`src/hw/rtl/mase_pkg.sv`:
```
// ============================================================================
// mase_pkg
// Shared types and constants of the integer matrix add/subtract/multiply engine.
// ============================================================================
package mase_pkg;

    // Widths fixed by the interface.
    localparam int WORD_W      = 32;
    localparam int OP_W        = 2;
    localparam int POS_W       = 3;
    localparam int CFG_DIM_W   = 4;
    localparam int CFG_MODE_W  = 2;
    localparam int CFG_IDX_W   = 3;
    localparam int CFG_DATA_W  = 4;
    localparam int MAX_RESULTS = 64;
    localparam int CNT_W       = $clog2(MAX_RESULTS);

    // Input operation codes.
    localparam logic [OP_W-1:0] OP_LOAD_A = 2'd0;
    localparam logic [OP_W-1:0] OP_LOAD_B = 2'd1;
    localparam logic [OP_W-1:0] OP_START  = 2'd2;

    // Mode register codes.
    localparam logic [CFG_MODE_W-1:0] MODE_ADD    = 2'd0;
    localparam logic [CFG_MODE_W-1:0] MODE_SUB    = 2'd1;
    localparam logic [CFG_MODE_W-1:0] MODE_MUL    = 2'd2;
    localparam logic [CFG_MODE_W-1:0] MODE_UNUSED = 2'd3;

    // Configuration register indexes.
    localparam logic [CFG_IDX_W-1:0] CFG_ROWS_A = 3'd0;
    localparam logic [CFG_IDX_W-1:0] CFG_COLS_A = 3'd1;
    localparam logic [CFG_IDX_W-1:0] CFG_ROWS_B = 3'd2;
    localparam logic [CFG_IDX_W-1:0] CFG_COLS_B = 3'd3;
    localparam logic [CFG_IDX_W-1:0] CFG_MODE   = 3'd4;

    typedef enum logic [1:0] {
        KIND_ADD,
        KIND_SUB,
        KIND_MUL
    } t_kind;

    typedef enum logic [1:0] {
        ST_IDLE,
        ST_RUN,
        ST_WAIT
    } t_state;

    // Configuration register file.
    typedef struct packed {
        logic [CFG_DIM_W-1:0]  rows_a;
        logic [CFG_DIM_W-1:0]  cols_a;
        logic [CFG_DIM_W-1:0]  rows_b;
        logic [CFG_DIM_W-1:0]  cols_b;
        logic [CFG_MODE_W-1:0] mode;
    } t_cfg;

    // Control tag that travels with each pair of memory reads.
    typedef struct packed {
        logic             valid;
        t_kind            kind;
        logic             first;    // first product of a dot product
        logic             lastk;    // last term: the element is complete
        logic             lastres;  // final word of the computation
        logic             err;      // dimension mismatch word
        logic [POS_W-1:0] row;
        logic [POS_W-1:0] col;
    } t_tag;

    // One result word.
    typedef struct packed {
        logic              valid;
        logic [POS_W-1:0]  row;
        logic [POS_W-1:0]  col;
        logic [WORD_W-1:0] value;
        logic              last;
        logic              status;
    } t_result;

endpackage

```
`src/hw/rtl/mase_store.sv`:
```
// ============================================================================
// mase_store
// Element store: one write port and one read port, read data registered.
// ============================================================================
module mase_store #(
    parameter int DEPTH  = 64,
    parameter int ADDR_W = 6
) (
    input  logic                        i_clk,
    input  logic                        i_we,
    input  logic [ADDR_W-1:0]           i_waddr,
    input  logic [mase_pkg::WORD_W-1:0] i_wdata,
    input  logic [ADDR_W-1:0]           i_raddr,
    output logic [mase_pkg::WORD_W-1:0] o_rdata
);

    logic [mase_pkg::WORD_W-1:0] r_mem [DEPTH];
    logic [mase_pkg::WORD_W-1:0] r_rdata;

    // Write port.
    always_ff @(posedge i_clk) begin
        if (i_we) begin
            r_mem[i_waddr] <= i_wdata;
        end
    end

    // Registered read port.
    always_ff @(posedge i_clk) begin
        r_rdata <= r_mem[i_raddr];
    end

    assign o_rdata = r_rdata;

endmodule

```
`config.mk`:
```
export PLATFORM = sky130hd
export DESIGN_NAME = mase_store
export DESIGN_NICKNAME = d
export VERILOG_FILES = /design/src/hw/rtl/mase_pkg.sv /design/src/hw/rtl/mase_store.sv
export SDC_FILE = /design/constraint.sdc
export NUM_CORES = 2
export LEC_CHECK = 0
export ABC_AREA = 0
export BUFFER_PORTS_ARGS = -buffer_cell sky130_fd_sc_hd__buf_2
export CORE_MARGIN = 5
export CORE_UTILIZATION = 53
export CTS_CLUSTER_DIAMETER = 150
export DETAILED_ROUTE_END_ITERATION = 16
export PLACE_DENSITY = 0.76
export SYNTH_ARGS = -nofsm -noshare
export SYNTH_HDL_FRONTEND = slang
export SYNTH_SLANG_ARGS = --single-unit
```
`constraint.sdc`:
```
create_clock -name i_clk -period 8.2 [get_ports i_clk]
set_input_delay 1.64 -clock i_clk [delete_from_list [all_inputs] [get_ports i_clk]]
set_output_delay 1.64 -clock i_clk [all_outputs]
set_load 0.05 [all_outputs]
```
==> results.tsv <==
stage	metric	value	unit
job	maxCapViolCount	0	
yosys	synthDistinctLibCells	34	
yosys	syn_inst	3324	
setup_path	slowest_delay	0.61	ns
grt	grt_pass1_vias	37970	
yosys	synth_compound_area_frac	0.01673	
die	core	147500	µm²
routing	drtIter0Drc	5535	
yosys	synth_top_family_by_area	multiplexers	
clocking	cts_resized	0	
clocking	cts-hold-fix-buffers	0	
grt	antenna_found_initial	14	
grt	grt_max_degree	112	
yosys	synth-main-ff-cell	edfxtp_1	
die	num_rows	141	
routing	vias	38060	
place	post_dp_cell_area	81810	µm²
finish	seqCellArea	62140	µm²
setup_path	end_kind	flip-flop	
setup_path	critPathMaxFanout	64	
place	dp_hpwl	98.02	mm
yosys	synth-xor-area-share	0	
clocking	max-clock-path-buffers	3	
grt	gr-total-overflow	0	
clocking	clk_latency	0.82	ns
yosys	synthAdderAreaFrac	0	
finish	layout-drive-gt1-share	0.2868	
sta	tns	0	ns
yosys	ys_async_sr_fraction	0	
setup_path	critPathTopFamily	buffers and inverters	
routing	drt_first_pass_iters	5	
sta	fmax	0.2412	GHz
yosys	syn_avg_cell_area	23.62	µm²
min_path	hold_class	reg -> reg	
finish	final_common_cell	edfxtp_1	
clocking	cts_setup_buffers	0	
setup_path	crit_arrival	4.83	ns
finish	synthToLayoutAreaGrowth	11.90	%
yosys	syn_nets	3370	
sta	fin_crit_sh	0.5057	
setup_path	worst_ep_required_time	8.89	ns
place	port_buffers	77	
clocking	cts_tree	built	
setup_path	path_cells	buf_8 > buf_12 > buf_12 > mux4_2 > mux4_2 > o22ai_1 > nor2_1	
finish	multiInputGateArea	15970	µm²
sta	final_hold_viol_count	0	
sta	whs	0.8334	ns
sta	tightest_slew	1.289	ns
yosys	yosys_warnings	0	
finish	final_cell_mix	2048 x edfxtp_1, 544 x mux4_2, 195 x clkbuf_16	
setup_path	worstSetupPathType	in -> reg	
clocking	clk_pin_slew_worst_paths	0.07	ns
clocking	cts-buffers-inserted	189	
grt	gr-usage-all-layers	0.2533	
routing	drcViolationCount	0	
run_status	status	complete, no violations	
power_and_ir_drop	clock_power_share	0.403	
die	start_util	0.5324	
finish	nets	3554	
setup_path	cpMaxStageDelayCell	buf_8	
yosys	synthMuxAreaShare	0.1679	
finish	final_cells	5598	
die	num_io_pins	78	
power_and_ir_drop	p_int	17.07	mW
finish	fillCellCount	9789	
place	post-place-ws	3.202	ns
yosys	seq_area_frac_synth	0.7914	
routing	ant_nets	0	
power_and_ir_drop	ir_drop	0.2034	mV
power_and_ir_drop	power.density	246.1	nW/µm²
sta	setup_slack	4.054	ns
power_and_ir_drop	seqPwrFrac	0.547	
routing	postRouteWirelength	198.0	mm
sta	slew_headroom	0.1409	
finish	fin_area	87860	µm²
clocking	cts_root_buffer	clkbuf_16	
routing	wl_per_cell	35.36	µm
yosys	synthSimpleGateAreaFrac	0.01265	
die	die_y	394.9	µm
place	dp_cells	5247	
power_and_ir_drop	combPwrFrac	0.050	
power_and_ir_drop	p_leak	27.19	nW
routing	viasPerCell	6.799	
die	die-width	394.9	µm
setup_path	cp_num_buf_inv	3	
yosys	synth_edf_count	2048	
sta	rsz0062_at_grt	no	
yosys	ys_ff_latch	2080	
clocking	ctsHtreeMaxLevel	4	
die	dieArea	155900	µm²
sta	setup_violations	0	
sta	clock-skew-final	0.02074	ns
place	gp_congestion	0.7728	
sta	period_minus_slack	4.146	ns
power_and_ir_drop	p_switching	4.552	mW
grt	grt_pass1_wl	279.4	mm
clocking	clock_sinks	2080	
power_and_ir_drop	swShare	0.2106	
sta	report.final.slew_viol_count	0	
yosys	syn_area	78520	µm²
setup_path	start_kind	primary input	
## cells by family (layout without fill, tap and decap cells)
logic type / Yosys count / count (layout)
AOI/OAI and AO/OA: 202 / 202
buffers and inverters: 182 / 522
DFF: 2080 / 2080
muxes: 637 / 637
other: 0 / 4
and+or+nand+nor: 223 / 223
## cells in the mapped netlist (2+ instances only)
| master | n | area [µm²] |
|---|---|---|
| edfxtp_1 | 2048 | 61500 |
| mux4_2 | 544 | 12250 |
| nor2_1 | 137 | 514.2 |
| mux2i_1 | 93 | 930.9 |
| o22ai_1 | 84 | 525.5 |
| clkbuf_1 | 74 | 277.8 |
| a21oi_1 | 62 | 310.3 |
| buf_2 | 57 | 285.3 |
| dfxtp_1 | 32 | 640.6 |
| o221ai_1 | 27 | 236.5 |
| nand2_1 | 26 | 97.59 |
| buf_4 | 25 | 187.7 |
| buf_1 | 21 | 78.83 |
| nor2b_1 | 15 | 93.84 |
| a22oi_1 | 12 | 90.09 |
| a311oi_1 | 8 | 70.07 |
| nand2b_1 | 8 | 50.05 |
| nor3_1 | 7 | 35.03 |
| buf_6 | 5 | 56.30 |
| nand3_1 | 5 | 25.02 |
| nand3b_1 | 5 | 37.54 |
| a41o_1 | 4 | 40.04 |
| and3_1 | 4 | 25.02 |
| o32ai_1 | 4 | 35.03 |
| or3_1 | 3 | 18.77 |
| or3b_2 | 3 | 26.28 |
| and2_1 | 2 | 12.51 |
| nand4_1 | 2 | 12.51 |
| or3b_1 | 2 | 17.52 |
## state kept, by name (all words and copies together) (netlist names)
name,cells
o_rdata,32
r_mem,2048
## area by class of cell
type,instances,area share
sequential,2080,0.7072
clock buffer,253,0.05870
multi-input combinational,1062,0.1818
clock inverter,94,0.01007
antenna,4,0.0001139
timing repair buffer,175,0.01460
tap,1930,0.02748
## worst paths after layout
| check | cells after the start | endpoint | slack [ns] | from |
|---|---|---|---|---|
| setup / recovery | 7 | o_rdata[14]$_DFF_P_ | 4.05 | i_raddr[0] |
| hold / removal | 4 | o_rdata[8]$_DFF_P_ | 0.83 | r_mem[28][8]$_DFFE_PP_ |
| setup reg to reg | 4 | o_rdata[29]$_DFF_P_ | 5.87 | r_mem[31][29]$_DFFE_PP_ |
| hold reg to reg | 4 | o_rdata[8]$_DFF_P_ | 0.83 | r_mem[28][8]$_DFFE_PP_ |
## stage by stage
step / power (mW) / utilization
floorplan: 12.67 / -
global placement: 13.10 / 0.5547
CTS: 21.70 / 0.5957
global route: 22.23 / 0.5957
detailed placement: 13.13 / 0.5547
finish: 21.62 / 0.5957
## power groups by stage
stage | clock network, mW | logic [mW] | registers (mW)
floorplan | 0 | 0.572 | 12.1
global placement | 0 | 1.05 | 12.0
detailed placement | 0 | 1.07 | 12.1
CTS | 8.78 | 1.09 | 11.8
global route | 9.26 | 1.14 | 11.8
finish | 8.70 | 1.08 | 11.8
## worst register-to-register path, cell delays in order (launching register included)
cell      delay, ns
edfxtp_1       0.36
mux4_2         0.48
mux4_2         0.53
o22ai_1        0.70
nor2_1         0.12
## routing by layer
metal  wire length, µm  up-vias  global-route usage
met3             25090      458             0.06978
met2             93690     2940              0.3926
met1             70940    20030              0.3511
met5                56        -                   0
li1                  -    14630                   -
met4              8173       10             0.09483
Note: power is estimated with default switching activity, not from simulation.
