**config.mk**
```make
export PLATFORM = sky130hd
export DESIGN_NAME = mase_ctrl
export DESIGN_NICKNAME = d
export VERILOG_FILES = /design/src/hw/rtl/mase_pkg.sv /design/src/hw/rtl/mase_ctrl.sv
export SDC_FILE = /design/constraint.sdc
export NUM_CORES = 1
export LEC_CHECK = 0
export BUFFER_PORTS_ARGS = -buffer_cell sky130_fd_sc_hd__buf_2
export CORE_MARGIN = 2
export CORE_UTILIZATION = 45
export DETAILED_ROUTE_END_ITERATION = 8
export PLACE_DENSITY = 0.67
export SYNTH_ARGS = -nofsm -noshare
export SYNTH_HDL_FRONTEND = slang
export SYNTH_SLANG_ARGS = --single-unit
```
**constraint.sdc**
```tcl
create_clock -name i_clk -period 5.41 [get_ports i_clk]
set_input_delay 0.8115 -clock i_clk [delete_from_list [all_inputs] [get_ports i_clk]]
set_output_delay 0.8115 -clock i_clk [all_outputs]
set_load 0.05 [all_outputs]
```
**src/hw/rtl/mase_pkg.sv**
```systemverilog
// ============================================================================
// mase_pkg
// Shared types and constants of the integer matrix add/subtract/multiply engine.
// ============================================================================
package mase_pkg;

    // Widths fixed by the interface.
    localparam int WORD_W      = 32;
    localparam int OP_W        = 2;
    localparam int POS_W       = 3;
    localparam int CFG_DIM_W   = 4;
    localparam int CFG_MODE_W  = 2;
    localparam int CFG_IDX_W   = 3;
    localparam int CFG_DATA_W  = 4;
    localparam int MAX_RESULTS = 64;
    localparam int CNT_W       = $clog2(MAX_RESULTS);

    // Input operation codes.
    localparam logic [OP_W-1:0] OP_LOAD_A = 2'd0;
    localparam logic [OP_W-1:0] OP_LOAD_B = 2'd1;
    localparam logic [OP_W-1:0] OP_START  = 2'd2;

    // Mode register codes.
    localparam logic [CFG_MODE_W-1:0] MODE_ADD    = 2'd0;
    localparam logic [CFG_MODE_W-1:0] MODE_SUB    = 2'd1;
    localparam logic [CFG_MODE_W-1:0] MODE_MUL    = 2'd2;
    localparam logic [CFG_MODE_W-1:0] MODE_UNUSED = 2'd3;

    // Configuration register indexes.
    localparam logic [CFG_IDX_W-1:0] CFG_ROWS_A = 3'd0;
    localparam logic [CFG_IDX_W-1:0] CFG_COLS_A = 3'd1;
    localparam logic [CFG_IDX_W-1:0] CFG_ROWS_B = 3'd2;
    localparam logic [CFG_IDX_W-1:0] CFG_COLS_B = 3'd3;
    localparam logic [CFG_IDX_W-1:0] CFG_MODE   = 3'd4;

    typedef enum logic [1:0] {
        KIND_ADD,
        KIND_SUB,
        KIND_MUL
    } t_kind;

    typedef enum logic [1:0] {
        ST_IDLE,
        ST_RUN,
        ST_WAIT
    } t_state;

    // Configuration register file.
    typedef struct packed {
        logic [CFG_DIM_W-1:0]  rows_a;
        logic [CFG_DIM_W-1:0]  cols_a;
        logic [CFG_DIM_W-1:0]  rows_b;
        logic [CFG_DIM_W-1:0]  cols_b;
        logic [CFG_MODE_W-1:0] mode;
    } t_cfg;

    // Control tag that travels with each pair of memory reads.
    typedef struct packed {
        logic             valid;
        t_kind            kind;
        logic             first;    // first product of a dot product
        logic             lastk;    // last term: the element is complete
        logic             lastres;  // final word of the computation
        logic             err;      // dimension mismatch word
        logic [POS_W-1:0] row;
        logic [POS_W-1:0] col;
    } t_tag;

    // One result word.
    typedef struct packed {
        logic              valid;
        logic [POS_W-1:0]  row;
        logic [POS_W-1:0]  col;
        logic [WORD_W-1:0] value;
        logic              last;
        logic              status;
    } t_result;

endpackage

```
**src/hw/rtl/mase_ctrl.sv**
```systemverilog
// ============================================================================
// mase_ctrl
// Sequencer: checks the sizes on start and walks rows, columns and dot-product
// terms, issuing one pair of store reads per cycle with its control tag.
// ============================================================================
module mase_ctrl #(
    parameter int MAX_DIM = 8,
    parameter int IDX_W   = 3,
    parameter int ADDR_W  = 6
) (
    input  logic                i_clk,
    input  logic                i_rst_n,
    input  logic                i_go,
    input  mase_pkg::t_cfg      i_cfg,
    input  logic                i_done,
    output logic                o_busy,
    output mase_pkg::t_tag      o_tag,
    output logic [ADDR_W-1:0]   o_a_addr,
    output logic [ADDR_W-1:0]   o_b_addr
);

    localparam int DIM_W = $clog2(MAX_DIM + 1);
    localparam int TOT_W = 2 * DIM_W;

    mase_pkg::t_state         r_state;
    mase_pkg::t_state         n_state;
    logic [IDX_W-1:0]         r_i, n_i;
    logic [IDX_W-1:0]         r_j, n_j;
    logic [IDX_W-1:0]         r_k, n_k;
    logic [IDX_W-1:0]         r_nc_m1, n_nc_m1;
    logic [IDX_W-1:0]         r_k_last, n_k_last;
    mase_pkg::t_kind          r_kind, n_kind;
    logic                     r_err, n_err;
    logic [mase_pkg::CNT_W-1:0] r_cnt, n_cnt;
    logic [mase_pkg::CNT_W-1:0] r_total_m1, n_total_m1;

    logic [DIM_W-1:0] ra, ca, rb, cb, nr, nc;
    logic [TOT_W-1:0] total;
    logic             is_mul;
    logic             lastk;
    logic             lastres;
    logic [IDX_W-1:0] a_col, b_row;

    // Size register clamped to 1..MAX_DIM.
    function automatic logic [DIM_W-1:0] eff_dim(input logic [mase_pkg::CFG_DIM_W-1:0] v);
        logic [mase_pkg::CFG_DIM_W:0] wide;
        wide = {1'b0, v};
        if (v == '0) begin
            eff_dim = DIM_W'(1);
        end else if (int'(wide) > MAX_DIM) begin
            eff_dim = DIM_W'(MAX_DIM);
        end else begin
            eff_dim = DIM_W'(wide);
        end
    endfunction

    // Effective sizes and the setup values captured on start.
    always_comb begin
        ra     = eff_dim(i_cfg.rows_a);
        ca     = eff_dim(i_cfg.cols_a);
        rb     = eff_dim(i_cfg.rows_b);
        cb     = eff_dim(i_cfg.cols_b);
        is_mul = (i_cfg.mode == mase_pkg::MODE_MUL);
        nr     = ra;
        nc     = is_mul ? cb : ca;
        total  = TOT_W'(nr) * TOT_W'(nc);
    end

    // Position of the current term within the computation.
    assign lastk   = (r_k == r_k_last);
    assign lastres = lastk && (r_cnt == r_total_m1);

    // Next state.
    always_comb begin
        n_state = r_state;
        case (r_state)
            mase_pkg::ST_IDLE: begin
                if (i_go) begin
                    n_state = mase_pkg::ST_RUN;
                end
            end
            mase_pkg::ST_RUN: begin
                if (r_err || lastres) begin
                    n_state = mase_pkg::ST_WAIT;
                end
            end
            mase_pkg::ST_WAIT: begin
                if (i_done) begin
                    n_state = mase_pkg::ST_IDLE;
                end
            end
            default: n_state = mase_pkg::ST_IDLE;
        endcase
    end

    // Setup capture and counter advance.
    always_comb begin
        n_i        = r_i;
        n_j        = r_j;
        n_k        = r_k;
        n_nc_m1    = r_nc_m1;
        n_k_last   = r_k_last;
        n_kind     = r_kind;
        n_err      = r_err;
        n_cnt      = r_cnt;
        n_total_m1 = r_total_m1;
        if (r_state == mase_pkg::ST_IDLE && i_go) begin
            n_i      = '0;
            n_j      = '0;
            n_k      = '0;
            n_cnt    = '0;
            n_nc_m1  = IDX_W'(nc - DIM_W'(1));
            n_k_last = is_mul ? IDX_W'(ca - DIM_W'(1)) : '0;
            n_err    = is_mul ? (ca != rb) : ((ra != rb) || (ca != cb));
            case (i_cfg.mode)
                mase_pkg::MODE_SUB: n_kind = mase_pkg::KIND_SUB;
                mase_pkg::MODE_MUL: n_kind = mase_pkg::KIND_MUL;
                default:            n_kind = mase_pkg::KIND_ADD;
            endcase
            if (int'(total) > mase_pkg::MAX_RESULTS) begin
                n_total_m1 = mase_pkg::CNT_W'(mase_pkg::MAX_RESULTS - 1);
            end else begin
                n_total_m1 = mase_pkg::CNT_W'(total - TOT_W'(1));
            end
        end else if (r_state == mase_pkg::ST_RUN && !r_err) begin
            if (lastk) begin
                n_k   = '0;
                n_cnt = r_cnt + mase_pkg::CNT_W'(1);
                if (r_j == r_nc_m1) begin
                    n_j = '0;
                    n_i = r_i + IDX_W'(1);
                end else begin
                    n_j = r_j + IDX_W'(1);
                end
            end else begin
                n_k = r_k + IDX_W'(1);
            end
        end
    end

    // Outputs: read addresses and the tag that goes with them.
    always_comb begin
        a_col         = (r_kind == mase_pkg::KIND_MUL) ? r_k : r_j;
        b_row         = (r_kind == mase_pkg::KIND_MUL) ? r_k : r_i;
        o_a_addr      = ADDR_W'(r_i) * ADDR_W'(MAX_DIM) + ADDR_W'(a_col);
        o_b_addr      = ADDR_W'(b_row) * ADDR_W'(MAX_DIM) + ADDR_W'(r_j);
        o_tag.valid   = (r_state == mase_pkg::ST_RUN);
        o_tag.kind    = r_kind;
        o_tag.first   = r_err || (r_k == '0);
        o_tag.lastk   = r_err || lastk;
        o_tag.lastres = r_err || lastres;
        o_tag.err     = r_err;
        o_tag.row     = r_err ? '0 : mase_pkg::POS_W'(r_i);
        o_tag.col     = r_err ? '0 : mase_pkg::POS_W'(r_j);
        o_busy        = (r_state != mase_pkg::ST_IDLE);
    end

    // Control registers.
    always_ff @(posedge i_clk) begin
        if (!i_rst_n) begin
            r_state <= mase_pkg::ST_IDLE;
            r_i     <= '0;
            r_j     <= '0;
            r_k     <= '0;
            r_cnt   <= '0;
            r_err   <= 1'b0;
            r_kind  <= mase_pkg::KIND_ADD;
        end else begin
            r_state <= n_state;
            r_i     <= n_i;
            r_j     <= n_j;
            r_k     <= n_k;
            r_cnt   <= n_cnt;
            r_err   <= n_err;
            r_kind  <= n_kind;
        end
    end

    // Limits captured on start.
    always_ff @(posedge i_clk) begin
        r_nc_m1    <= n_nc_m1;
        r_k_last   <= n_k_last;
        r_total_m1 <= n_total_m1;
    end

endmodule

```
==> key figures <==
Outcome
  – Status: completed

STA
  – Fin Clk Skew: 7.80 ps
  – Slew Viols, Final: 0
  – Final period util: 84.0%
  – Worst Tran Pin Value: 992 ps
  – Final Critical Period: 4540 ps
  – Hold Fails Final Rpt: 0
  – Slew Limit Headroom: 33.3%
  – Setup violations, final: 0
  – FMAX: 220 MHz
  – Final TNS setup: 0 ps
  – Final WS setup: 867 ps
  – RSZ-0062 raised after global routing: no

Worst setup path
  – Register-to-Register Path Depth: 5
  – Worst setup path start: i_cfg[0]
  – WS Path Type: input port to flop
  – CP top delay family: simple AND/OR/NAND/NOR gates
  – Startpoint types: input port
  – Worst-path cell chain: buf_2 -> nand2b_1 -> nor2_1 -> a21oi_1 -> or2_2 -> fa_1 -> inv_1 -> fa_1 -> inv_1 -> fa_1 -> xnor2_1 -> or4b_2 -> or3_1 -> nand3_1
  – Crit-path max cell delay: 620 ps
  – Crit-path max FO: 13
  – R2R setup slack: 3040 ps
  – Buf+Inv Stages, Crit Path: 3
  – Worst EP required: 5550 ps
  – Worst R2R End: r_i[1]
  – Critical path capture point type: flop
  – CP max-delay cell: or4b_2
  – Reg-to-reg startpoint: r_err
  – Most numerous cell on the critical path: fa_1
  – Critical Path AT: 4690 ps

Synthesis
  – Adder-Cell Fraction of Synth Area: 12.4%
  – Register area share after synthesis: 30.9%
  – Syn Nets: 338
  – Synth top area cells: dfxtp_1 (16%), edfxtp_1 (15%), ha_1 (9.2%), xor2_1 (6.4%), nand2_1 (5.5%)
  – Unique masters post-synth: 45
  – Synth area leader: dfxtp_1
  – Most common cell in the netlist: nand2_1
  – Syn Std Cell Area: 0.00246 mm²
  – Warnings from Yosys: 0
  – Synth Register Bits: 32
  – Post-synth EDFFs: 12
  – Dominant synthesized flop cell: dfxtp_1
  – Syn Inst Count: 294
  – Async set or reset register ratio after synthesis: 0%
  – Mux share of post-synthesis cell area: 0.865%
  – Mean post-synth cell area: 8.37 µm²
  – Post-synth top cells: nand2_1 (36), nor2_1 (27), dfxtp_1 (20)
  – Complex-gate fraction of the synthesized area: 12.3%
  – Largest family of logic cells by synthesized area: simple AND/OR/NAND/NOR gates
  – Yosys top cell area share: 16.3%
  – XOR/XNOR Fraction of Synth Area: 10.3%
  – Simple-Gate Fraction of Synth Area: 28.7%

Floorplanning
  – Die Wd: 77.9 µm
  – Core area: 0.00520 mm²
  – Die height: 77.9 µm
  – Die area: 0.00607 mm²
  – Rows: 26
  – Initial Util: 47.3%
  – I/O pin cnt: 48

Drt
  – Via count: 2110
  – Post-DRT Antenna Nets: 0
  – WL final: 4.79 mm
  – DRT iter0 DRCs: 34
  – Drt drc: 0
  – Wire length per cell after detailed routing: 11.6 µm
  – DR vias/cell: 5.13
  – Pre-antenna DRT Iters: 4

Final layout
  – Ratio of cells with drive above 1 in the final layout: 17.9%
  – N_diodes: 0
  – Final #Nets: 384
  – Layout area overhead: 15.0%

Placed design
  – Pre-CTS setup slack: 570 ps
  – Dpl hpwl: 3.80 mm
  – GPL Wtd Cong: 0.888
  – Port buffer count: 47

GRT
  – Met1 Use GR: 21.9%
  – M2 GR Usage: 28.4%
  – GR Layer Usage met3: 2.91%
  – Pin count of the biggest net entering global routing: 16
  – Global route hottest layer: met2
  – GR Overflow Total: 0
  – Vias in the first global route: 1836
  – Initial antenna violation count: 0
  – Gr usage total: 17.0%
  – First-pass GRT wire length: 8.27 mm

Hold path
  – HP Start: r_cnt[1]
  – Hold path endpoint: r_cnt[1]
  – Hold Path Depth: 2
  – HP Class: flop to flop

Power
  – Power per cell area: 224 mW/mm²
  – Sw Ratio: 31.3%
  – Comb power frac: 26.3%
  – Static leakage: 1.28 nW
  – Psw: 198 µW
  – Int Power: 435 µW
  – Seq pwr share: 44.4%
  – Max VDD drop: 0.0000940 V
  – Power share of the clock group: 29.3%
  – Total chip power: 633 µW

Clock network
  – H-tree depth: 2
  – Post-CTS Setup Bufs: 0
  – Clk Latency, worst-skew pair: 290 ps
  – CTS tree: built
  – CTS resizes: 0
  – Clk buf depth: 2
  – Clock Sinks: 32
  – Clk root buf: clkbuf_8
  – Clk pin slew, worst setup/hold paths: 60 ps
  – Total CTS buffers: 5
  – Hold-fix buffers at CTS: 0

Run
  – Max cap viols: 0
## logic make-up (layout without fill, tap and decap cells)
kind of cell             count (synthesis)  after routing
AND/OR/NAND/NOR                        137            137
AO/OA/AOI/OAI                           47             47
flip-flops                              32             32
XOR/XNOR                                29             29
buffers and inverters                   25             72
adder cells (fa/ha/maj)                 22             22
multiplexers                             2              2
## worst min-delay path: stages, from the launching register on
cell and delay [ps]:
dfxtp_1 350, nand2_1 70, a21oi_1 50
## placed cells by master (no fill, tap or decap), types with 5 or more instances in the layout
master,netlist,layout
buf_2,0,47
nand2_1,36,36
nor2_1,27,27
dfxtp_1,20,20
nor2b_1,19,19
xor2_1,18,18
ha_1,18,18
inv_1,17,17
a21oi_1,16,16
edfxtp_1,12,12
xnor2_1,11,11
o21ai_0,10,10
nand2b_1,9,9
nand3_1,8,8
nor3_1,8,8
and2_1,7,7
clkbuf_8,0,6
nor3b_1,5,5
## power groups by stage
stage,Clock [mW],Sequential (mW),Combinational (mW)
3_5_place_dp,0,0.287,0.167
4_1_cts,0.192,0.282,0.168
6_report,0.185,0.281,0.167
3_3_place_gp,0,0.286,0.166
2_1_floorplan,0,0.285,0.132
5_1_grt,0.199,0.283,0.188
## registers in the layout (all words and copies together), names as in the netlist
name and flops:
r_j 3, r_state 2, r_kind 2, r_cnt 6, r_k 3, r_err 1
r_k_last 3, r_nc_m1 3, r_i 3, r_total_m1 6
## how the worst max path moves through the flow
| stage | endpoint | slack [ps] | cells after the start |
|---|---|---|---|
| 6_report | r_total_m1[5] | 870 | 14 |
| 5_1_grt | r_total_m1[4] | 560 | 14 |
| 4_1_cts | r_total_m1[5] | 870 | 14 |
| 3_5_place_dp | r_total_m1[5] | 570 | 14 |
| 3_3_place_gp | r_total_m1[5] | 640 | 14 |
| 2_1_floorplan | r_total_m1[5] | 830 | 13 |
## routing by layer
layer / up-vias / share of wire (%) / wire length [µm]
li1: 1092 / - / -
met2: 53 / 46 / 2200
met5: - / 0 / 0
met4: 0 / 1.9 / 90
met3: 8 / 4.2 / 201
met1: 957 / 48 / 2300
## metrics by stage
stage | instance area (µm²) | util [%] | instances | hold WS [ps]
global route | 2830 | 54.3 | 411 | 555
global placement | 2740 | 52.6 | 403 | 499
floorplan | 2460 | - | 294 | 469
detailed placement | 2740 | 52.6 | 403 | 510
finish | 2830 | 54.3 | 411 | 519
CTS | 2830 | 54.3 | 411 | 521
## area by class of cell
| cell class | instances | area [µm²] |
|---|---|---|
| clock buffers | 8 | 90.1 |
| fillers | 509 | 2380 |
| inverters | 17 | 63.8 |
| multi-input cells | 237 | 1590 |
| flip-flops and latches | 32 | 761 |
| well taps | 70 | 87.6 |
| repair buffers | 47 | 235 |
Power figures use the tool's default switching activity.
