File: src/hw/rtl/mase_pkg.sv
// ============================================================================
// mase_pkg
// Shared types and constants of the integer matrix add/subtract/multiply engine.
// ============================================================================
package mase_pkg;

    // Widths fixed by the interface.
    localparam int WORD_W      = 32;
    localparam int OP_W        = 2;
    localparam int POS_W       = 3;
    localparam int CFG_DIM_W   = 4;
    localparam int CFG_MODE_W  = 2;
    localparam int CFG_IDX_W   = 3;
    localparam int CFG_DATA_W  = 4;
    localparam int MAX_RESULTS = 64;
    localparam int CNT_W       = $clog2(MAX_RESULTS);

    // Input operation codes.
    localparam logic [OP_W-1:0] OP_LOAD_A = 2'd0;
    localparam logic [OP_W-1:0] OP_LOAD_B = 2'd1;
    localparam logic [OP_W-1:0] OP_START  = 2'd2;

    // Mode register codes.
    localparam logic [CFG_MODE_W-1:0] MODE_ADD    = 2'd0;
    localparam logic [CFG_MODE_W-1:0] MODE_SUB    = 2'd1;
    localparam logic [CFG_MODE_W-1:0] MODE_MUL    = 2'd2;
    localparam logic [CFG_MODE_W-1:0] MODE_UNUSED = 2'd3;

    // Configuration register indexes.
    localparam logic [CFG_IDX_W-1:0] CFG_ROWS_A = 3'd0;
    localparam logic [CFG_IDX_W-1:0] CFG_COLS_A = 3'd1;
    localparam logic [CFG_IDX_W-1:0] CFG_ROWS_B = 3'd2;
    localparam logic [CFG_IDX_W-1:0] CFG_COLS_B = 3'd3;
    localparam logic [CFG_IDX_W-1:0] CFG_MODE   = 3'd4;

    typedef enum logic [1:0] {
        KIND_ADD,
        KIND_SUB,
        KIND_MUL
    } t_kind;

    typedef enum logic [1:0] {
        ST_IDLE,
        ST_RUN,
        ST_WAIT
    } t_state;

    // Configuration register file.
    typedef struct packed {
        logic [CFG_DIM_W-1:0]  rows_a;
        logic [CFG_DIM_W-1:0]  cols_a;
        logic [CFG_DIM_W-1:0]  rows_b;
        logic [CFG_DIM_W-1:0]  cols_b;
        logic [CFG_MODE_W-1:0] mode;
    } t_cfg;

    // Control tag that travels with each pair of memory reads.
    typedef struct packed {
        logic             valid;
        t_kind            kind;
        logic             first;    // first product of a dot product
        logic             lastk;    // last term: the element is complete
        logic             lastres;  // final word of the computation
        logic             err;      // dimension mismatch word
        logic [POS_W-1:0] row;
        logic [POS_W-1:0] col;
    } t_tag;

    // One result word.
    typedef struct packed {
        logic              valid;
        logic [POS_W-1:0]  row;
        logic [POS_W-1:0]  col;
        logic [WORD_W-1:0] value;
        logic              last;
        logic              status;
    } t_result;

endpackage

File: src/hw/rtl/mase_mac.sv
// ============================================================================
// mase_mac
// Arithmetic pipeline: operand stage, add/subtract/multiply stage, and the
// accumulate stage that drives the result word.
// ============================================================================
module mase_mac (
    input  logic                        i_clk,
    input  logic                        i_rst_n,
    input  mase_pkg::t_tag              i_tag,
    input  logic [mase_pkg::WORD_W-1:0] i_a_data,
    input  logic [mase_pkg::WORD_W-1:0] i_b_data,
    output mase_pkg::t_result           o_result
);

    mase_pkg::t_tag              r_tag1;
    mase_pkg::t_tag              r_tag2;
    logic [mase_pkg::WORD_W-1:0] r_prod;
    logic [mase_pkg::WORD_W-1:0] n_prod;
    logic [mase_pkg::WORD_W-1:0] r_acc;
    logic [mase_pkg::WORD_W-1:0] n_acc;
    mase_pkg::t_result           r_out;

    // Tags follow the memory read latency and the arithmetic stage.
    always_ff @(posedge i_clk) begin
        if (!i_rst_n) begin
            r_tag1 <= '0;
            r_tag2 <= '0;
        end else begin
            r_tag1 <= i_tag;
            r_tag2 <= r_tag1;
        end
    end

    // Element operation on the words just read; products wrap to 32 bits.
    always_comb begin
        case (r_tag1.kind)
            mase_pkg::KIND_ADD: n_prod = i_a_data + i_b_data;
            mase_pkg::KIND_SUB: n_prod = i_a_data - i_b_data;
            mase_pkg::KIND_MUL: n_prod = i_a_data * i_b_data;
            default:            n_prod = i_a_data + i_b_data;
        endcase
    end

    always_ff @(posedge i_clk) begin
        r_prod <= n_prod;
    end

    // Accumulator restarts on the first term of each element.
    assign n_acc = r_tag2.first ? r_prod : (r_acc + r_prod);

    always_ff @(posedge i_clk) begin
        if (r_tag2.valid) begin
            r_acc <= n_acc;
        end
    end

    // Result word register: the strobe lasts exactly one cycle.
    always_ff @(posedge i_clk) begin
        if (!i_rst_n) begin
            r_out.valid <= 1'b0;
        end else begin
            r_out.valid <= r_tag2.valid && r_tag2.lastk;
        end
        if (r_tag2.valid && r_tag2.lastk) begin
            r_out.row    <= r_tag2.row;
            r_out.col    <= r_tag2.col;
            r_out.value  <= r_tag2.err ? '0 : n_acc;
            r_out.last   <= r_tag2.lastres;
            r_out.status <= r_tag2.err;
        end
    end

    assign o_result = r_out;

endmodule

File: config.mk
export PLATFORM = sky130hd
export DESIGN_NAME = mase_mac
export DESIGN_NICKNAME = d
export VERILOG_FILES = /design/src/hw/rtl/mase_pkg.sv /design/src/hw/rtl/mase_mac.sv
export SDC_FILE = /design/constraint.sdc
export NUM_CORES = 2
export LEC_CHECK = 0
export BUFFER_PORTS_ARGS = -buffer_cell sky130_fd_sc_hd__buf_2
export CAP_MARGIN = 10
export CORE_MARGIN = 2
export CORE_UTILIZATION = 30
export DETAILED_ROUTE_END_ITERATION = 7
export SYNTH_ARGS = -nofsm -noshare
export SYNTH_HDL_FRONTEND = slang
export SYNTH_SLANG_ARGS = --single-unit
File: constraint.sdc
create_clock -name i_clk -period 8.3 [get_ports i_clk]
set_input_delay 0.83 -clock i_clk [delete_from_list [all_inputs] [get_ports i_clk]]
set_output_delay 0.83 -clock i_clk [all_outputs]
set_load 0.02 [all_outputs]
==> impl_results.md, run 1 <==
- Slowest stage delay, CP: 0.53 ns
- Mean Syn Cell Area: 9.218 sq um
- Number of flops mapped to enable cells by yosys: just over 70
- CP required: around 8.6 ns
- Post-CTS Setup Inserts: 0
- Clock Skew: around 0.01 ns
- All-Layer GR Usage: roughly 17%
- Unrepaired setup endpoints after global routing: no
- Synth Instances: around 2600
- Slowest-stage cell, CP: fa_1
- Worst setup path category: input port to flip-flop
- Clock sinks: 129
- Largest net degree at the start of global routing: 57
- Detailed Route Iter0 Violations: about 1100
- Post-CTS sizing: 0
- Inserted Clock Buffers: 17
- Initial Utilization: ~30%
- Net Count, Synth: between 3000 and 4000
- Root buffer cell: clkbuf_16
- DR WL/cell: between 15 and 20 microns
- Distinct cell type count after synthesis: between 60 and 70
- Async SR Flop Fraction: 0%
- Top_reg_cell synth: edfxtp_1
- Synthesized cell area: about 24000 sq um
- ANT nets after route: 0
- Top Ports: 120
- Hold Path Class: flip-flop to flip-flop
- Die W: around 280 microns
- Via count: 17420
- Cts hold-fix bufs: 0
- DIE HEIGHT: 284.9 microns
- First-pass GRT wire length: 105600 microns
- Final nets: about 3300
- Initial antenna violation count: 12
- TritonCTS clock tree: built
- Max Cap Viol: 0
- Register area: approximately 3300 sq um
- Final Hold Viols: 0
- Die footprint: between 80000 and 90000 sq um
- Synth-to-layout area growth: 10.26%
- Gr ovfl total: 0
- Relative slew slack: 36.34%
- Worst-path clk slew: roughly 0.060 ns
- Setup crit end kind: flip-flop
- XOR/XNOR Fraction of Synth Area: between 6 and 7%
- Share of post-route cells with drive strength above 1: about 8.5%
- Final worst-path cycle share: just over 90%
- Port Buffers: 119
- CP arrival: ~8 ns
- Router iterations before antenna repair: 5
- Antenna cell count: 0
- Commonest non-fill, non-tap cells in the layout: fa_1 (410), inv_1 (399), and2_1 (338)
- H-tree depth: 4
- DR vias/cell: 4.715
- Max Freq: between 0.1 and 0.15 GHz
- Synth Area in Simple Gates: about 18%
- Half-perimeter wire length after placement: between 50000 and 60000 microns
- Slew @ Worst Pin: between 0.9 and 1 ns
- Synth Area in Compound Gates: under 10%
- Fillcell total: roughly 8200
- Drt total wl: 66000 microns
- Mux cell area share after synthesis: less than 1%
- RD Place Congestion: between 0.8 and 0.9
- Clk_lat worst skew: about 0.42 ns
- Outcome: finished clean
- Commonest non-fill, non-tap cell in the layout: fa_1
- # setup viols final: 0
- Period minus WS final: between 7 and 8 ns
- Synth Warn #: 0
- Number of global-route vias before repair: 18590
- Largest family of logic cells by synthesized area: adder cells
- Setup_tns: 0 ns
- Multi-input combinational cell area: around 18000 sq um
- Critical Path Most Common Cell: fa_1
- Row count: between 100 and 150
- Core ar.: between 70000 and 80000 sq um
- Sequential element share of the synthesized area: ~14%
- CTS max path bufs: 2
- Synthesized flop and latch total: approximately 130
- Synth Area in Adders: between 40 and 50%
- Fin. max-slew vios: 0
- Startpoint Class: input port
- DR DRC count: 0
- Critical path peak fanout: 17
[final cells by class]
cell class | count | area share, %
inverter | 399 | 5.738
multi-input combinational | 1911 | 70.46
sequential | 129 | 12.66
clock inverter | 14 | 0.6328
tap | 1050 | 5.033
clock buffer | 18 | 1.644
timing repair buffer | 173 | 3.835
[sequential cells by signal (all words and copies together) (netlist names)]
name / count
r_tag1: 13
r_prod: 32
r_tag2: 11
r_acc: 32
o_result: 41
[per-layer routing]
layer,routed length (microns),track usage (%),up-vias
li1,-,-,8124
met5,68,0,-
met4,1427,4.267,10
met2,29490,26.55,509
met3,4421,3.392,94
met1,30590,23.44,8680
[final timing paths]
check                    from          end  slack, ns  cells past startpoint
setup / recovery  i_b_data[4]   r_prod[31]       0.77                     26
hold / removal      r_tag2[7]  o_result[1]       0.40                      0
setup reg to reg   r_tag1[11]   r_prod[20]       3.66                     14
hold reg to reg     r_tag2[7]  o_result[1]       0.40                      0
[cells in the mapped netlist, types with 11 or more instances]
cell type | number | share of area (%)
inv_1 | 399 | 6.3
ha_1 | 187 | 9.9
nor2b_1 | 40 | 1.1
nand3_1 | 13 | 0.27
o21bai_1 | 11 | 0.35
nand2_1 | 300 | 4.8
nand2b_1 | 15 | 0.40
and2_1 | 339 | 9.0
fa_1 | 410 | 35
xnor2_1 | 104 | 3.8
a21oi_1 | 92 | 1.9
nor3_1 | 15 | 0.32
clkbuf_1 | 124 | 2.0
a21o_1 | 33 | 1.0
nor2_1 | 56 | 0.89
o31ai_1 | 17 | 0.54
a31oi_1 | 12 | 0.32
o21ai_0 | 73 | 1.5
dfxtp_1 | 57 | 4.8
o21a_1 | 18 | 0.57
xor2_1 | 62 | 2.3
edfxtp_1 | 72 | 9.1
[logic make-up (layout without fill, tap and decap cells)]
group / after synthesis / in the layout
flops: 129 / 129
buf+inv: 528 / 604
compound gates: 311 / 311
fa+ha+maj: 597 / 597
simple gates: 827 / 827
mux: 10 / 10
xor+xnor: 166 / 166
[stage by stage]
stage | hold WS (ns) | setup slack [ns] | utilization, % | area, sq um | std cells
final | 0.4020 | 0.7666 | 33.20 | 26100 | 3694
after global placement | 0.3855 | 0.3189 | 32.45 | 25510 | 3662
after detailed placement | 0.3887 | 0.3231 | 32.45 | 25510 | 3662
after CTS | 0.4019 | 0.7828 | 33.20 | 26100 | 3694
after global routing | 0.4098 | 0.4046 | 33.20 | 26100 | 3694
after floorplan | 0.3855 | 0.6451 | - | 23670 | 2568
[critical path, delay by kind of cell]
kind                       cells  cell delay, ns
adders and majority gates      9            3.44
and+or+nand+nor                3            0.72
buffers and inverters          6            0.82
xor gates and xnor gates       1            0.16
AOI/OAI and AO/OA              6            1.76
muxes                          1            0.09
Power of run 1 is not shown: default switching activity piles up to over one toggle a cycle in this logic, so the estimate is an artifact.
==> run 2, diff against run 1 <==
==> constraint.sdc (replaced) <==
create_clock -name i_clk -period 9.28 [get_ports i_clk]
set_input_delay 0.928 -clock i_clk [delete_from_list [all_inputs] [get_ports i_clk]]
set_output_delay 0.928 -clock i_clk [all_outputs]
set_load 0.02 [all_outputs]
==> run 2 against run 1 <==
Net effect: utilization fell by 0.38 points; sequential share of layout area rose by 0.15 points; final area fell by 1.1%; highest routed layer unchanged.
==> impl_results.md, run 2 (synthesized netlist as in run 1, its figures left out) <==
- Worst setup path category: input port to flip-flop
- Synth-to-layout area growth: 9.001%
- All-Layer GR Usage: 16.58% (-0.20 points)
- Initial antenna violation count: 9 (-3)
- Cts hold-fix bufs: 0 (unchanged)
- R2r startpoint: r_tag1[10]
- Worst r2r path cells: 14 (unchanged)
- H-tree depth: 4 (unchanged)
- Router iterations before antenna repair: 5 (unchanged)
- Inserted Clock Buffers: 17 (unchanged)
- Commonest non-fill, non-tap cell in the layout: fa_1
- Drt total wl: 65860 microns (-0.21%)
- Critical Path Most Common Cell: fa_1
- Relative slew slack: 19.23% (-17 points)
- Commonest non-fill, non-tap cells in the layout: fa_1 (410), inv_1 (399), and2_1 (338)
- Worst Hold End: o_result[37]
- Critical path peak fanout: 30 (+13)
- Detailed Route Iter0 Violations: 1055 (+0.38%)
- Fillcell total: 8276 (+0.53%)
- Crit path launch: i_b_data[6]
- DIE HEIGHT: 284.9 microns (unchanged)
- Largest net degree at the start of global routing: 57 (unchanged)
- Hold_sp: r_tag2[3]
- First-pass GRT wire length: 104300 microns (-1.2%)
- Max Cap Viol: 0 (unchanged)
- Slowest-stage cell, CP: buf_2
- DR vias/cell: 4.763 (+1.0%)
- ANT nets after route: 0 (unchanged)
- Number of global-route vias before repair: 18430 (-0.84%)
- Period minus WS final: just under 8 ns
- Top Ports: 120 (unchanged)
- Final Hold Viols: 0 (unchanged)
- Slowest stage delay, CP: 0.55 ns (+0.02 ns)
- Final hold slack: 0.4028 ns (+0.0007440 ns)
- Setup crit end kind: flip-flop
- Max Freq: about 0.13 GHz
- Port Buffers: 119 (unchanged)
- Via count: 17400 (-0.080%)
- Hold depth: 0 (unchanged)
- RD Place Congestion: 0.8739 (-0.64%)
- Core ar.: 78610 sq um (unchanged)
- Clk_lat worst skew: 0.43 ns (about the same)
- Half-perimeter wire length after placement: 51410 microns (-4.7%)
- Layout Utilization: 32.82% (-0.38 points)
- Die footprint: 81170 sq um (unchanged)
- DR WL/cell: 18.02 microns (+0.89%)
- Startpoint Class: input port
- Clock Skew: 0.01498 ns (+0.004991 ns)
- Final nets: 3267 (-1.2%)
- Post-CTS sizing: 0 (unchanged)
- R2R Path End: r_prod[19]
- Outcome: finished clean
- Worst-path clk slew: 0.07 ns (about the same)
- Hold Path Class: flip-flop to flip-flop
- CP required: 9.59 ns (+0.99 ns)
- # setup viols final: 0 (unchanged)
- Fin. max-slew vios: 0 (unchanged)
- Clock sinks: 129 (unchanged)
- CTS max path bufs: 2 (unchanged)
- Share of post-route cells with drive strength above 1: 7.146% (-1.4 points)
- Gr ovfl total: 0 (unchanged)
- Row count: 103 (unchanged)
- Root buffer cell: clkbuf_16
- Final worst-path cycle share: between 80% and 90%
- Largest register FFs: 41 (unchanged)
- Setup_tns: 0 ns (unchanged)
- Die W: 284.9 microns (unchanged)
- Initial Utilization: 30.11% (unchanged)
- Slew @ Worst Pin: 1.206 ns (+0.2513 ns)
- DR DRC count: 0 (unchanged)
- Post-CTS Setup Inserts: 0 (unchanged)
- TritonCTS clock tree: built
- CP arrival: 8.13 ns (+0.30 ns)
- Unrepaired setup endpoints after global routing: no
- Setup slack, reg-to-reg: 4.87 ns (+1.21 ns)
[run 2: cell types whose count changed in the layout (fill, tap and decap cells not counted)]
cell / delta
buf_4: -40
clkinv_4: +2
clkinvlp_4: -2
clkinv_1: -1
diode_2: +1
[run 2: layer usage]
metal	routed length (microns)	up-vias	global-route usage, %	part of all wire, %
met5	42	-	0	0.064
met4	1538	8	4.385	2.3
met2	29750	546	26.56	45
met3	5168	95	2.600	7.8
met1	29360	8695	23.30	45
li1	-	8059	-	-
[run 2: final cells by class]
type,instances,area (sq um),share of cell area [%]
Tap cell,1050,1314,5.092
Inverter,399,1498,5.805
Clock buffer,18,429.2,1.663
Sequential cell,129,3304,12.81
Multi-Input combinational cell,1911,18390,71.27
Timing Repair Buffer,133,700.7,2.716
Clock inverter,13,163.9,0.6352
Antenna cell,1,2.502,0.009698
[run 2: worst max-delay path: cells and delay by family]
family	cells	cell delay [ns]
and+or+nand+nor	3	0.65
AOI/OAI and AO/OA	6	1.37
buffers and inverters	5	0.76
muxes	1	0.08
adders and majority gates	9	4.19
xor gates and xnor gates	1	0.14
[run 2: per-stage QoR]
step                setup WS [ns]  area (sq um)  std cells
global placement            1.049         25210       3622
finish                      1.459         25800       3654
CTS                         1.474         25800       3653
global route                1.059         25800       3653
detailed placement         0.9975         25210       3622
floorplan                   1.527         23670       2568
[run 2: worst max path at each step]
stage | slack, ns | to | cells past startpoint
global route | 1.06 | r_prod[31] | 25
CTS | 1.47 | r_prod[31] | 25
finish | 1.46 | r_prod[30] | 25
floorplan | 1.53 | r_prod[30] | 26
detailed placement | 1.0 | r_prod[31] | 25
global placement | 1.05 | r_prod[31] | 25
Power of run 2 is left out for the same reason.
